**config.mk**
```make
export PLATFORM = sky130hd
export DESIGN_NAME = capture_tachometer
export DESIGN_NICKNAME = d
export VERILOG_FILES = /design/src/rtl/core/ctach_pkg.sv /design/src/rtl/core/capture_tachometer.sv
export SDC_FILE = /design/constraint.sdc
export NUM_CORES = 1
export LEC_CHECK = 0
export BUFFER_PORTS_ARGS = -buffer_cell sky130_fd_sc_hd__buf_2
export CAP_MARGIN = 20
export CORE_MARGIN = 3
export CORE_UTILIZATION = 51
export DETAILED_ROUTE_END_ITERATION = 16
export PLACE_DENSITY = 0.7
export SYNTH_ARGS = -nofsm -noshare
export SYNTH_HDL_FRONTEND = slang
export SYNTH_SLANG_ARGS = --single-unit
export TNS_END_PERCENT = 10
```
**constraint.sdc**
```tcl
create_clock -name clk -period 7.1 [get_ports clk]
set_clock_uncertainty 0.2 [all_clocks]
set_input_delay 0.355 -clock clk [delete_from_list [all_inputs] [get_ports clk]]
set_output_delay 0.355 -clock clk [all_outputs]
set_load 0.02 [all_outputs]
```
**src/rtl/core/ctach_pkg.sv**
```systemverilog
package ctach_pkg;

	// widths fixed by the request and result fields
	localparam int TIMER_BITS = 16;
	localparam int CHANNELS   = 2;
	localparam int CH_BITS    = $clog2(CHANNELS);
	localparam int NUMER_BITS = 24;
	localparam int TOTAL_BITS = 32;
	localparam int STEP_BITS  = $clog2(NUMER_BITS);

	localparam logic [NUMER_BITS-1:0] NUMER_RESET = NUMER_BITS'(2000000);
	localparam logic [STEP_BITS-1:0]  LAST_STEP   = STEP_BITS'(NUMER_BITS - 1);

	// sequencer states
	typedef enum logic [1:0] {
		ST_IDLE,
		ST_DIVIDE,
		ST_HOLD
	} ctach_state_t;

endpackage

```
**src/rtl/core/capture_tachometer.sv**
```systemverilog
// Two-channel edge-capture tachometer. Each request carries a channel number
// and the 16-bit timer value latched at a wheel edge; the block returns the
// period since the previous edge on that channel (modulo 2^16), the wrapping
// 32-bit edge count of that channel and speed = rpm_numerator / period. A zero
// period, as on the first edge after reset with a capture of zero, gives an
// all-ones speed with zero_period set. Once a request is accepted, a
// restoring divider produces one quotient bit a cycle over 24 steps, then the
// output register is loaded. The sequencer returns to idle with that load and
// accepts requests only in idle, so a new request waits until the previous
// result is loaded; a finished result that finds the output register still
// holding a stalled result waits in the divider and holds off new requests.
// rpm_numerator is written through cfg_write/cfg_data and resets to 2000000.
module capture_tachometer
	import ctach_pkg::*;
(
	input  logic                  clk,
	input  logic                  arst_n,
	// configuration
	input  logic                  cfg_write,
	input  logic [NUMER_BITS-1:0] cfg_data,
	// request channel
	input  logic                  in_valid,
	output logic                  in_stall,
	input  logic [CH_BITS-1:0]    channel,
	input  logic [TIMER_BITS-1:0] capture_time,
	// result channel
	output logic                  out_valid,
	input  logic                  out_stall,
	output logic [CH_BITS-1:0]    result_channel,
	output logic [TIMER_BITS-1:0] edge_period,
	output logic [TOTAL_BITS-1:0] edge_total,
	output logic [NUMER_BITS-1:0] speed,
	output logic                  zero_period
);

	ctach_state_t state_q, state_d;

	logic [NUMER_BITS-1:0] numer_q;
	logic [TIMER_BITS-1:0] last_capture_q [CHANNELS];
	logic [TOTAL_BITS-1:0] edge_counter_q [CHANNELS];

	logic [CH_BITS-1:0]    ch_q;
	logic [TIMER_BITS-1:0] period_q;
	logic [TOTAL_BITS-1:0] total_q;
	logic [TIMER_BITS-1:0] rem_q;
	logic [NUMER_BITS-1:0] quo_q;
	logic [STEP_BITS-1:0]  step_q;

	logic                  out_valid_q;
	logic [CH_BITS-1:0]    out_ch_q;
	logic [TIMER_BITS-1:0] out_period_q;
	logic [TOTAL_BITS-1:0] out_total_q;
	logic [NUMER_BITS-1:0] out_speed_q;
	logic                  out_zero_q;

	logic                  req_take;
	logic                  out_free;
	logic                  out_load;
	logic [TIMER_BITS-1:0] period_new;
	logic [TIMER_BITS:0]   trial;
	logic [TIMER_BITS:0]   shifted;

	// request period, modulo 2^TIMER_BITS
	assign period_new = capture_time - last_capture_q[channel];

	// one restoring divide step
	assign shifted = {rem_q, quo_q[NUMER_BITS-1]};
	assign trial   = shifted - {1'b0, period_q};

	assign out_free = !out_valid_q || !out_stall;

	// next state
	always_comb begin
		state_d = state_q;
		unique case (state_q)
			ST_IDLE: begin
				if (in_valid) state_d = ST_DIVIDE;
			end
			ST_DIVIDE: begin
				if (step_q == LAST_STEP) state_d = ST_HOLD;
			end
			ST_HOLD: begin
				if (out_free) state_d = ST_IDLE;
			end
			default: state_d = ST_IDLE;
		endcase
	end

	// sequencer outputs
	always_comb begin
		in_stall = 1'b1;
		out_load = 1'b0;
		unique case (state_q)
			ST_IDLE:   in_stall = 1'b0;
			ST_DIVIDE: in_stall = 1'b1;
			ST_HOLD:   out_load = out_free;
			default:   in_stall = 1'b1;
		endcase
	end

	assign req_take = in_valid && !in_stall;

	// state, configuration and per-channel history
	always_ff @(posedge clk or negedge arst_n) begin
		if (!arst_n) begin
			state_q     <= ST_IDLE;
			numer_q     <= NUMER_RESET;
			out_valid_q <= 1'b0;
			for (int i = 0; i < CHANNELS; i++) begin
				last_capture_q[i] <= '0;
				edge_counter_q[i] <= '0;
			end
		end else begin
			state_q <= state_d;
			if (cfg_write) numer_q <= cfg_data;
			if (req_take) begin
				last_capture_q[channel] <= capture_time;
				edge_counter_q[channel] <= edge_counter_q[channel] + 1'b1;
			end
			if (out_load) begin
				out_valid_q <= 1'b1;
			end else if (!out_stall) begin
				out_valid_q <= 1'b0;
			end
		end
	end

	// divider datapath
	always_ff @(posedge clk) begin
		if (req_take) begin
			ch_q     <= channel;
			period_q <= period_new;
			total_q  <= edge_counter_q[channel] + 1'b1;
			rem_q    <= '0;
			quo_q    <= numer_q;
			step_q   <= '0;
		end else if (state_q == ST_DIVIDE) begin
			if (trial[TIMER_BITS]) begin
				rem_q <= shifted[TIMER_BITS-1:0];
			end else begin
				rem_q <= trial[TIMER_BITS-1:0];
			end
			quo_q  <= {quo_q[NUMER_BITS-2:0], !trial[TIMER_BITS]};
			step_q <= step_q + 1'b1;
		end
	end

	// output register, zero period saturates speed
	always_ff @(posedge clk) begin
		if (out_load) begin
			out_ch_q     <= ch_q;
			out_period_q <= period_q;
			out_total_q  <= total_q;
			out_zero_q   <= (period_q == '0);
			out_speed_q  <= (period_q == '0) ? '1 : quo_q;
		end
	end

	assign out_valid      = out_valid_q;
	assign result_channel = out_ch_q;
	assign edge_period    = out_period_q;
	assign edge_total     = out_total_q;
	assign speed          = out_speed_q;
	assign zero_period    = out_zero_q;

endmodule

```
==> results of run 1 <==
==> kinds of logic after synthesis <==
kind of cell             after synthesis
multiplexers                          79
AO/OA/AOI/OAI                        147
AND/OR/NAND/NOR                      458
XOR/XNOR                              99
buffers and inverters                 89
adder cells (fa/ha/maj)               35
flip-flops                           291
==> power groups by stage <==
| stage | clock network, mW | logic, mW | registers [mW] |
|---|---|---|---|
| 6_report | 1.57 | 1.72 | 2.38 |
| 5_1_grt | 1.67 | 1.95 | 2.41 |
| 4_1_cts | 1.61 | 1.71 | 2.38 |
| 3_5_place_dp | 0 | 1.68 | 2.41 |
| 3_3_place_gp | 0 | 1.64 | 2.39 |
| 2_1_floorplan | 0 | 1.37 | 2.35 |
==> worst register-to-register path, delay by kind of cell, from the launching register on <==
kind,cells,cell delay (ns)
AO/OA/AOI/OAI,4,0.99
adder cells (fa/ha/maj),2,0.67
XOR/XNOR,1,0.66
flip-flops,1,0.50
multiplexers,1,0.22
AND/OR/NAND/NOR,1,0.18
==> metrics by stage <==
| stage | worst slack, ns | std cells | power [mW] |
|---|---|---|---|
| 2_1_floorplan | 2.22 | 1198 | 3.72 |
| 3_3_place_gp | 3.32 | 1616 | 4.03 |
| 3_5_place_dp | 3.23 | 1616 | 4.09 |
| 4_1_cts | 3.24 | 1714 | 5.70 |
| 5_1_grt | 3.40 | 1718 | 6.03 |
| 6_report | 3.57 | 1718 | 5.66 |
==> final timing paths <==
path | from | endpoint | depth (start not counted)
min in group asynchronous | arst_n | edge_counter_q[24]$_DFFE_PN0P_ | 2
worst max-delay path | period_q[0]$_DFFE_PP_ | rem_q[1]$_SDFFE_PP0P_ | 9
worst min-delay path | in_valid | state_q[0]$_DFFE_PN0P_ | 3
worst min register to register | ch_q$_DFFE_PP_ | result_channel$_DFFE_PP_ | 0
worst max register to register | period_q[0]$_DFFE_PP_ | rem_q[1]$_SDFFE_PP0P_ | 9
max in group asynchronous | arst_n | edge_counter_q[26]$_DFFE_PN0P_ | 3
==> registers in the layout, indices dropped and copies added, names as in the netlist <==
| name | flops |
|---|---|
| total_q | 32 |
| last_capture_q | 32 |
| out_valid | 1 |
| speed | 24 |
| rem_q | 16 |
| edge_period | 16 |
| ch_q | 1 |
| quo_q | 24 |
| result_channel | 1 |
| period_q | 16 |
| zero_period | 1 |
| state_q | 2 |
| edge_counter_q | 64 |
| numer_q | 24 |
| step_q | 5 |
| edge_total | 32 |
==> synthesized netlist by cell type, types with 3 or more instances <==
cell type,number
a21oi_1,27
mux2_2,29
o21ai_1,9
buf_6,4
dfstp_2,7
nand2b_1,32
and3_1,5
nor4_1,8
nor3_1,7
xnor2_1,43
nand3b_1,8
a22oi_2,3
nand2_1,268
nor2b_1,11
o21ai_0,49
nand3_1,31
clkbuf_1,32
and2_1,4
a32o_1,3
ha_1,33
or3_1,8
edfxtp_1,147
dfrtp_1,116
a21o_1,13
nor2_1,53
a32oi_1,4
buf_2,9
inv_1,41
mux2i_1,50
nand4_1,7
a211oi_1,7
xor2_1,55
dfxtp_1,21
a2111oi_0,4
==> cell usage in the layout, fill, tap and decap left out, types with 9 or more instances in the layout <==
| cell type | synthesis | layout |
|---|---|---|
| xnor2_1 | 43 | 43 |
| o21ai_1 | 9 | 9 |
| buf_4 | 2 | 11 |
| a21oi_1 | 27 | 26 |
| mux2i_1 | 50 | 50 |
| xor2_1 | 55 | 55 |
| edfxtp_1 | 147 | 147 |
| a21o_1 | 13 | 13 |
| o21ai_0 | 49 | 49 |
| nor2b_1 | 11 | 11 |
| nor2_1 | 53 | 53 |
| dlygate4sd3_1 | 0 | 42 |
| dfrtp_1 | 116 | 116 |
| inv_1 | 41 | 41 |
| buf_2 | 9 | 119 |
| dfxtp_1 | 21 | 21 |
| mux2_2 | 29 | 29 |
| nand2b_1 | 32 | 31 |
| nand3_1 | 31 | 31 |
| clkbuf_16 | 0 | 31 |
| ha_1 | 33 | 33 |
| nand2_1 | 268 | 268 |
==> layout make-up <==
class,count,area (um2),share of cell area (%)
Sequential cell,291,7920,49.7
Multi-Input combinational cell,818,5270,33.0
Clock buffer,44,885,5.55
Antenna cell,1,2.50,0.0157
Tap cell,335,419,2.63
Inverter,42,158,0.989
Clock inverter,12,116,0.730
Timing Repair Buffer,175,1170,7.36
==> layer usage <==
layer | up-vias | wire (um) | GRT usage [%]
met3 | 44 | 1040 | 2.55
met2 | 154 | 14200 | 34.9
met5 | - | 0 | 0
li1 | 4484 | - | -
met4 | 0 | 632 | 6.18
met1 | 4480 | 12700 | 26.2
==> repair_timing <==
| item | 4_1_cts | 5_1_grt |
|---|---|---|
| hold endpoints to repair | 112 | 0 |
| buffers inserted | 0 | 0 |
| hold buffers | 42 | 0 |
| gates resized for setup | 0 | 0 |
==> results.toml, run 1 <==
[run_status]
status = "complete, no violations"

[cts]
root_buffer = "clkbuf_16"
clk_pin_slew_ns = 0.06
cts_tree = "done"
clk-insertion-delay-late_ns = 0.55
cts_sinks = 291
htree_levels = 1
cts_inserted_buffers = 30
clockBufferDepth = 3

[power_and_ir_drop]
internal_power_mw = 3.87
p_leak_nw = 7.09
p_switching_mw = 1.79
clkPwrFrac_pct = 27.7
peakVddDrop_mv = 0.255
powerDensity_mw_per_mm2 = 355
seqPwrFrac_pct = 42.0
switching_share_pct = 31.6
pwr-share-comb_pct = 30.3

[min_path]
worstHoldPathType = "in -> reg"

[logic_synthesis]
post_synth_num_cell_types = 69
ys.warnings.count = 0
yosys.area_share.simple_pct = 15.6
synth_compound_area_share_pct = 7.19
synth_top_area_cell = "edfxtp_1"
synthXorXnorAreaFrac_pct = 6.53
synth_top_cell_area_share_pct = 32.6
synth_top_family_by_area = "simple AND/OR/NAND/NOR gates"
yosys.area_share.adder_pct = 3.34
synthCells = 1198
ys_seq_area_share_pct = 58.4
synth.area.mux_share_pct = 6.10
synthArstFlopShare_pct = 42.3
ys.flop_type = "edfxtp_1"
synth_edf_count = 147
syn_avg_cell_area_um2 = 11.3
synth_area_leaders = "edfxtp_1, dfrtp_1, nand2_1, mux2i_1, xor2_1"
synth-seq-cells = 291
synth_area_mm2 = 0.0136
synth_nets = 1279

[route]
dr_total_vias = 9162
wl_per_cell_um = 16.7
dr.first_iter.drc_count = 561
avgViaCountPerCell = 5.33
drtAntennaViolNets = 0
routed_wl_mm = 28.6
dr.pass1.iters = 5
drc = 0

[global_routing]
grt_max_degree = 63
grt_remaining_overflow = 0
grt_pass1_vias = 9340
grt_pass1_wl_mm = 47.0
grt_usage_pct = 20.0
antenna_found_initial = 1

[setup_path]
cp_max_fo = 17
crit_required_ns = 7.34
slowest_delay_ns = 0.66
path_cells = "ha_1 > fa_1 > nand2b_1 > a21oi_1 > o311a_1 > a31oi_4 > xnor2_4 > mux2i_1 > a22o_1"
crit_type = "reg -> reg"
crit_buf_inv = 0
cp-end-kind = "flip-flop"
cp_top_family = "compound AO/OA/AOI/OAI gates"
critPathArrivalTime_ns = 3.77
ff2ff_setup_slack_ns = 3.57
start_kind = "flip-flop"
slowest_stage = "xnor2_4"

[floorplanning]
die_width_um = 169
start_util_pct = 52.0
die_h_um = 169
num_io_pins = 122
core_mm2 = 0.0261
rows = 59
die-area_mm2 = 0.0286

[final_layout]
synthToLayoutAreaGrowth_pct = 17.6
drive_above_1_share_pct = 16.9
fillers = 2047
fin_util_pct = 61.2
fin_area_mm2 = 0.0159
nets = 1439

[place]
port_buffers = 121
postPlaceCellArea_mm2 = 0.0144
gp_congestion = 0.841
hpwl_mm = 18.2

[sta]
finalHoldViolCount = 0
finalSetupViolCount = 0
period_share_pct = 49.7
drv_slew = 0
rsz0062_at_grt = "false"
worstMarginPinSlew_ns = 0.999
fmax_mhz = 284
setup-tns-final_ns = 0
layout_min_cycle_time_ns = 3.53
timing.slew.headroom_pct = 33.3
hold_slack_ns = 0.0846

[run]
cap_violations = 0
(Power assumes the default switching activity.)
==> run 2, diff against run 1 <==
==> constraint.sdc (replaced) <==
create_clock -name clk -period 3.7 [get_ports clk]
set_clock_uncertainty 0.2 [all_clocks]
set_input_delay 0.185 -clock clk [delete_from_list [all_inputs] [get_ports clk]]
set_output_delay 0.185 -clock clk [all_outputs]
set_load 0.02 [all_outputs]
==> results.toml, run 2 (same netlist as run 1, synthesis figures left out) <==
[run_status]
status = "complete, no violations"

[setup_path]
r2r_end = "period_q[14]$_DFFE_PP_"
r2r_cells = 11
ff2ff_setup_slack_ns = 0.47
cp-end-kind = "flip-flop"
start_kind = "flip-flop"
crit_required_ns = 3.81
rr_startpoint = "last_capture_q[16]$_DFFE_PN0P_"
critPathArrivalTime_ns = 3.33
crit_type = "reg -> reg"
cp_max_fo = 3

[sta]
finalHoldViolCount = 0
drv_slew = 0
timing.slew.headroom_pct = 51.1
rsz0062_at_grt = "false"
worstMarginPinSlew_ns = 0.734
layout_min_cycle_time_ns = 3.23
fmax_mhz = 310
finalSetupViolCount = 0
period_share_pct = 87.2

[final_layout]
fillers = 2073
nets = 1448
antenna_cells = 0
stdcell_count = 1727
largest_reg_flops = 64
drive_above_1_share_pct = 17.0
fin_util_pct = 61.1
synthToLayoutAreaGrowth_pct = 17.5
final_cell_mix = "nand2_1, edfxtp_1, buf_2"
final_common_cell = "nand2_1"
largest_register = "edge_counter_q"

[global_routing]
grt_pass1_vias = 9391
grt_usage_pct = 20.0
grt_max_degree = 86
grt_remaining_overflow = 0
grt_pass1_wl_mm = 47.1
antenna_found_initial = 0

[place]
port_buffers = 121
gp_congestion = 0.875
placedCellCount = 1626
hpwl_mm = 19.0

[floorplanning]
rows = 59
die-area_mm2 = 0.0286
start_util_pct = 52.0
die_h_um = 169
die_width_um = 169
core_mm2 = 0.0261
num_io_pins = 122

[cts]
post_cts_buffers = 0
hold_buffers = 43
cts_tree = "done"
root_buffer = "clkbuf_16"
clk-insertion-delay-late_ns = 0.56
clk_pin_slew_ns = 0.06
cts_inserted_buffers = 31
cts_sinks = 291
clockBufferDepth = 3
cts_resized = 0
htree_levels = 1

[route]
dr_total_vias = 9281
wl_per_cell_um = 16.6
dr.first_iter.drc_count = 679
drtAntennaViolNets = 0
drc = 0
routed_wl_mm = 28.7
avgViaCountPerCell = 5.37
dr.pass1.iters = 5

[run]
cap_violations = 0

[power_and_ir_drop]
peakVddDrop_mv = 0.672
total_power_mw = 10.9
powerDensity_mw_per_mm2 = 681
p_leak_nw = 7.10

[min_path]
worstHoldPathType = "in -> async"
[run 2: cell count changes in the layout (fill, tap and decap cells not counted), moves of 2 or more]
cell / change
clkinv_4: -2
buf_16: -2
clkbuf_8: -3
buf_4: +9
clkbuf_1: +5
[run 2: power by group]
part           switching [mW]  internal (mW)
sequential              0.354           4.21
clock                    1.22           1.74
combinational            1.89           1.45
[run 2: layout make-up]
cell class / instances / area [um2] / share of cell area (%)
repair buffers: 183 / 1200 / 7.51
multi-input cells: 818 / 5270 / 33.1
flip-flops and latches: 291 / 7920 / 49.7
inverters: 42 / 158 / 0.989
clock inverters: 12 / 109 / 0.683
well taps: 335 / 419 / 2.63
clock buffers: 46 / 862 / 5.41
[run 2: worst max path at each step]
stage                                         from                endpoint  slack (ns)  cells after the start
finish              last_capture_q[16]$_DFFE_PN0P_  period_q[14]$_DFFE_PP_        0.47                     11
global route        last_capture_q[16]$_DFFE_PN0P_  period_q[14]$_DFFE_PP_        0.27                     11
CTS                 last_capture_q[16]$_DFFE_PN0P_  period_q[14]$_DFFE_PP_        0.48                     11
detailed placement                         channel  period_q[14]$_DFFE_PP_        0.37                     12
global placement                           channel  period_q[14]$_DFFE_PP_        0.57                     12
floorplan                                  channel   period_q[9]$_DFFE_PP_       -0.27                     16
[run 2: stage by stage]
step                area (um2)  hold slack, ns  setup TNS [ns]  worst slack (ns)
floorplan                13600          -0.311          -0.790            -0.269
CTS                      15900          0.0301               0             0.477
detailed placement       14500          0.0767               0             0.370
global route             15900          0.0770               0             0.273
global placement         14500          0.0676               0             0.568
finish                   15900          0.0178               0             0.473
[run 2: worst max-delay path, cell delays in order, from the launching register on]
cell and delay [ns]:
dfrtp_1 0.35, mux2_2 0.15, ha_1 0.15, inv_1 0.05, fa_1 0.41, a21o_1 0.18, a21oi_1 0.22, nor2b_1 0.08
o311ai_0 0.59, a211oi_1 0.16, a211oi_1 0.32, xnor2_1 0.10
[run 2: layer usage]
metal	part of all wire (%)	wire length, um	up-vias	GRT usage [%]
met4	2.5	708	0	5.54
met3	4.4	1250	52	2.99
met5	0	0	-	0
li1	-	-	4493	-
met2	50	14300	189	34.7
met1	43	12400	4547	26.3
==> run 3, diff against run 2 <==
--- a/config.mk
+++ b/config.mk
@@ -7,10 +7,12 @@
 export LEC_CHECK = 0
 export BUFFER_PORTS_ARGS = -buffer_cell sky130_fd_sc_hd__buf_2
 export CAP_MARGIN = 20
+export CELL_PAD_IN_SITES_DETAIL_PLACEMENT = 1
+export CELL_PAD_IN_SITES_GLOBAL_PLACEMENT = 1
 export CORE_MARGIN = 3
-export CORE_UTILIZATION = 51
+export CORE_UTILIZATION = 48
 export DETAILED_ROUTE_END_ITERATION = 16
-export PLACE_DENSITY = 0.7
+export PLACE_DENSITY_LB_ADDON = 0.1
 export SYNTH_ARGS = -nofsm -noshare
 export SYNTH_HDL_FRONTEND = slang
 export SYNTH_SLANG_ARGS = --single-unit
==> results.toml, run 3 (same netlist as run 1, synthesis figures left out) <==
[sta]
rsz0062_at_grt = "false"
drv_slew = 0
worstMarginPinSlew_ns = 1.00
period_share_pct = 88.1
finalSetupViolCount = 0
hold_slack_ns = 0.0341
layout_min_cycle_time_ns = 3.26
timing.slew.headroom_pct = 33.2
fmax_mhz = 307
finalHoldViolCount = 0
setup-tns-final_ns = 0
fin_ws_ns = 0.440

[setup_path]
path_cells = "mux2_2 > ha_1 > inv_1 > fa_1 > a21o_1 > a21oi_1 > nor2b_1 > o311ai_0 > a211oi_1 > a211oi_1 > xnor2_1"
slowest_delay_ns = 0.60
crit_required_ns = 3.80
cp-end-kind = "flip-flop"
start_kind = "flip-flop"
cp_max_fo = 3
path_common_cell = "a211oi_1"
critPathArrivalTime_ns = 3.36
slowest_stage = "o311ai_0"
crit_type = "reg -> reg"

[final_layout]
fin_util_pct = 58.4
seqCellArea_mm2 = 0.00792
fin_area_mm2 = 0.0160
drive_above_1_share_pct = 16.8
final_cell_mix = "nand2_1, edfxtp_1, buf_2"
multi_input_area_mm2 = 0.00527
fillers = 2931
nets = 1446
stdcell_count = 1762
largest_register = "edge_counter_q"
synthToLayoutAreaGrowth_pct = 17.7
largest_reg_flops = 64
final_common_cell = "nand2_1"
antenna_cells = 0

[global_routing]
antenna_found_initial = 0
grt_usage_pct = 22.3
grt_pass1_vias = 10186
grt_pass1_wl_mm = 55.0
grt_remaining_overflow = 0
grt_max_degree = 80

[cts]
cts_inserted_buffers = 31
root_buffer = "clkbuf_16"
cts_sinks = 291
htree_levels = 1
clk_pin_slew_ns = 0.06
cts_tree = "done"
clockBufferDepth = 3
clk-insertion-delay-late_ns = 0.56
cts_resized = 0

[route]
dr.first_iter.drc_count = 600
drtAntennaViolNets = 0
drc = 0
dr.pass1.iters = 4
wl_per_cell_um = 19.1
routed_wl_mm = 33.6
avgViaCountPerCell = 5.33
dr_total_vias = 9395

[run_status]
status = "complete, no violations"

[place]
placedCellCount = 1662
port_buffers = 121
hpwl_mm = 21.7
gp_congestion = 0.827
postPlaceCellArea_mm2 = 0.0146
place_ws_ns = 0.342

[floorplanning]
die_width_um = 174
num_io_pins = 122
die-area_mm2 = 0.0303
start_util_pct = 49.6
die_h_um = 174
core_mm2 = 0.0273
rows = 60

[run]
cap_violations = 0

[power_and_ir_drop]
peakVddDrop_mv = 0.357
powerDensity_mw_per_mm2 = 691
p_leak_nw = 7.08
total_power_mw = 11.0

[min_path]
worstHoldPathType = "in -> reg"
## run 3: power breakdown
group	leakage (nW)	total (mW)	switching (mW)	internal, mW
clock network	0.460	2.94	1.28	1.66
logic	3.47	3.51	2.01	1.50
registers	3.15	4.58	0.373	4.21
## run 3: worst max-delay path, delay by kind of cell, from the launching register on
family	cells	cell delay (ns)
compound gates	5	1.50
simple gates	1	0.10
flops	1	0.35
buf+inv	1	0.05
xor+xnor	1	0.10
mux	1	0.15
fa+ha+maj	2	0.56
## run 3: cell type report
type / count / share of cell area [%]
Inverter: 42 / 0.996
Tap cell: 372 / 2.92
Clock inverter: 11 / 0.533
Clock buffer: 47 / 5.36
Multi-Input combinational cell: 818 / 33.0
Sequential cell: 291 / 49.6
Timing Repair Buffer: 181 / 7.54
## run 3: layer usage
| layer | part of all wire, % | global-route usage (%) | wire [um] | vias up |
|---|---|---|---|---|
| li1 | - | - | - | 4490 |
| met1 | 44 | 30.2 | 14900 | 4677 |
| met2 | 49 | 38.2 | 16500 | 179 |
| met3 | 4.5 | 3.23 | 1530 | 49 |
| met4 | 1.9 | 5.06 | 632 | 0 |
| met5 | 0 | 0 | 0 | - |
## run 3: repair_timing
action	in CTS	in global routing
endpoints found under the hold margin	119	0
hold buffers	42	0
setup buffers	0	0
## run 3: worst paths after layout
kind / slack, ns / endpoint / start / cells after the start
min in group asynchronous: 0.08 / edge_counter_q[38]$_DFFE_PN0P_ / arst_n / 2
min: 0.03 / total_q[4]$_DFFE_PP_ / in_valid / 3
max reg2reg: 0.44 / period_q[14]$_DFFE_PP_ / last_capture_q[0]$_DFFE_PN0P_ / 11
min reg2reg: 0.22 / edge_total[3]$_DFFE_PP_ / total_q[3]$_DFFE_PP_ / 0
max in group asynchronous: 2.30 / numer_q[7]$_DFFE_PN1P_ / arst_n / 3
max: 0.44 / period_q[14]$_DFFE_PP_ / last_capture_q[0]$_DFFE_PN0P_ / 11
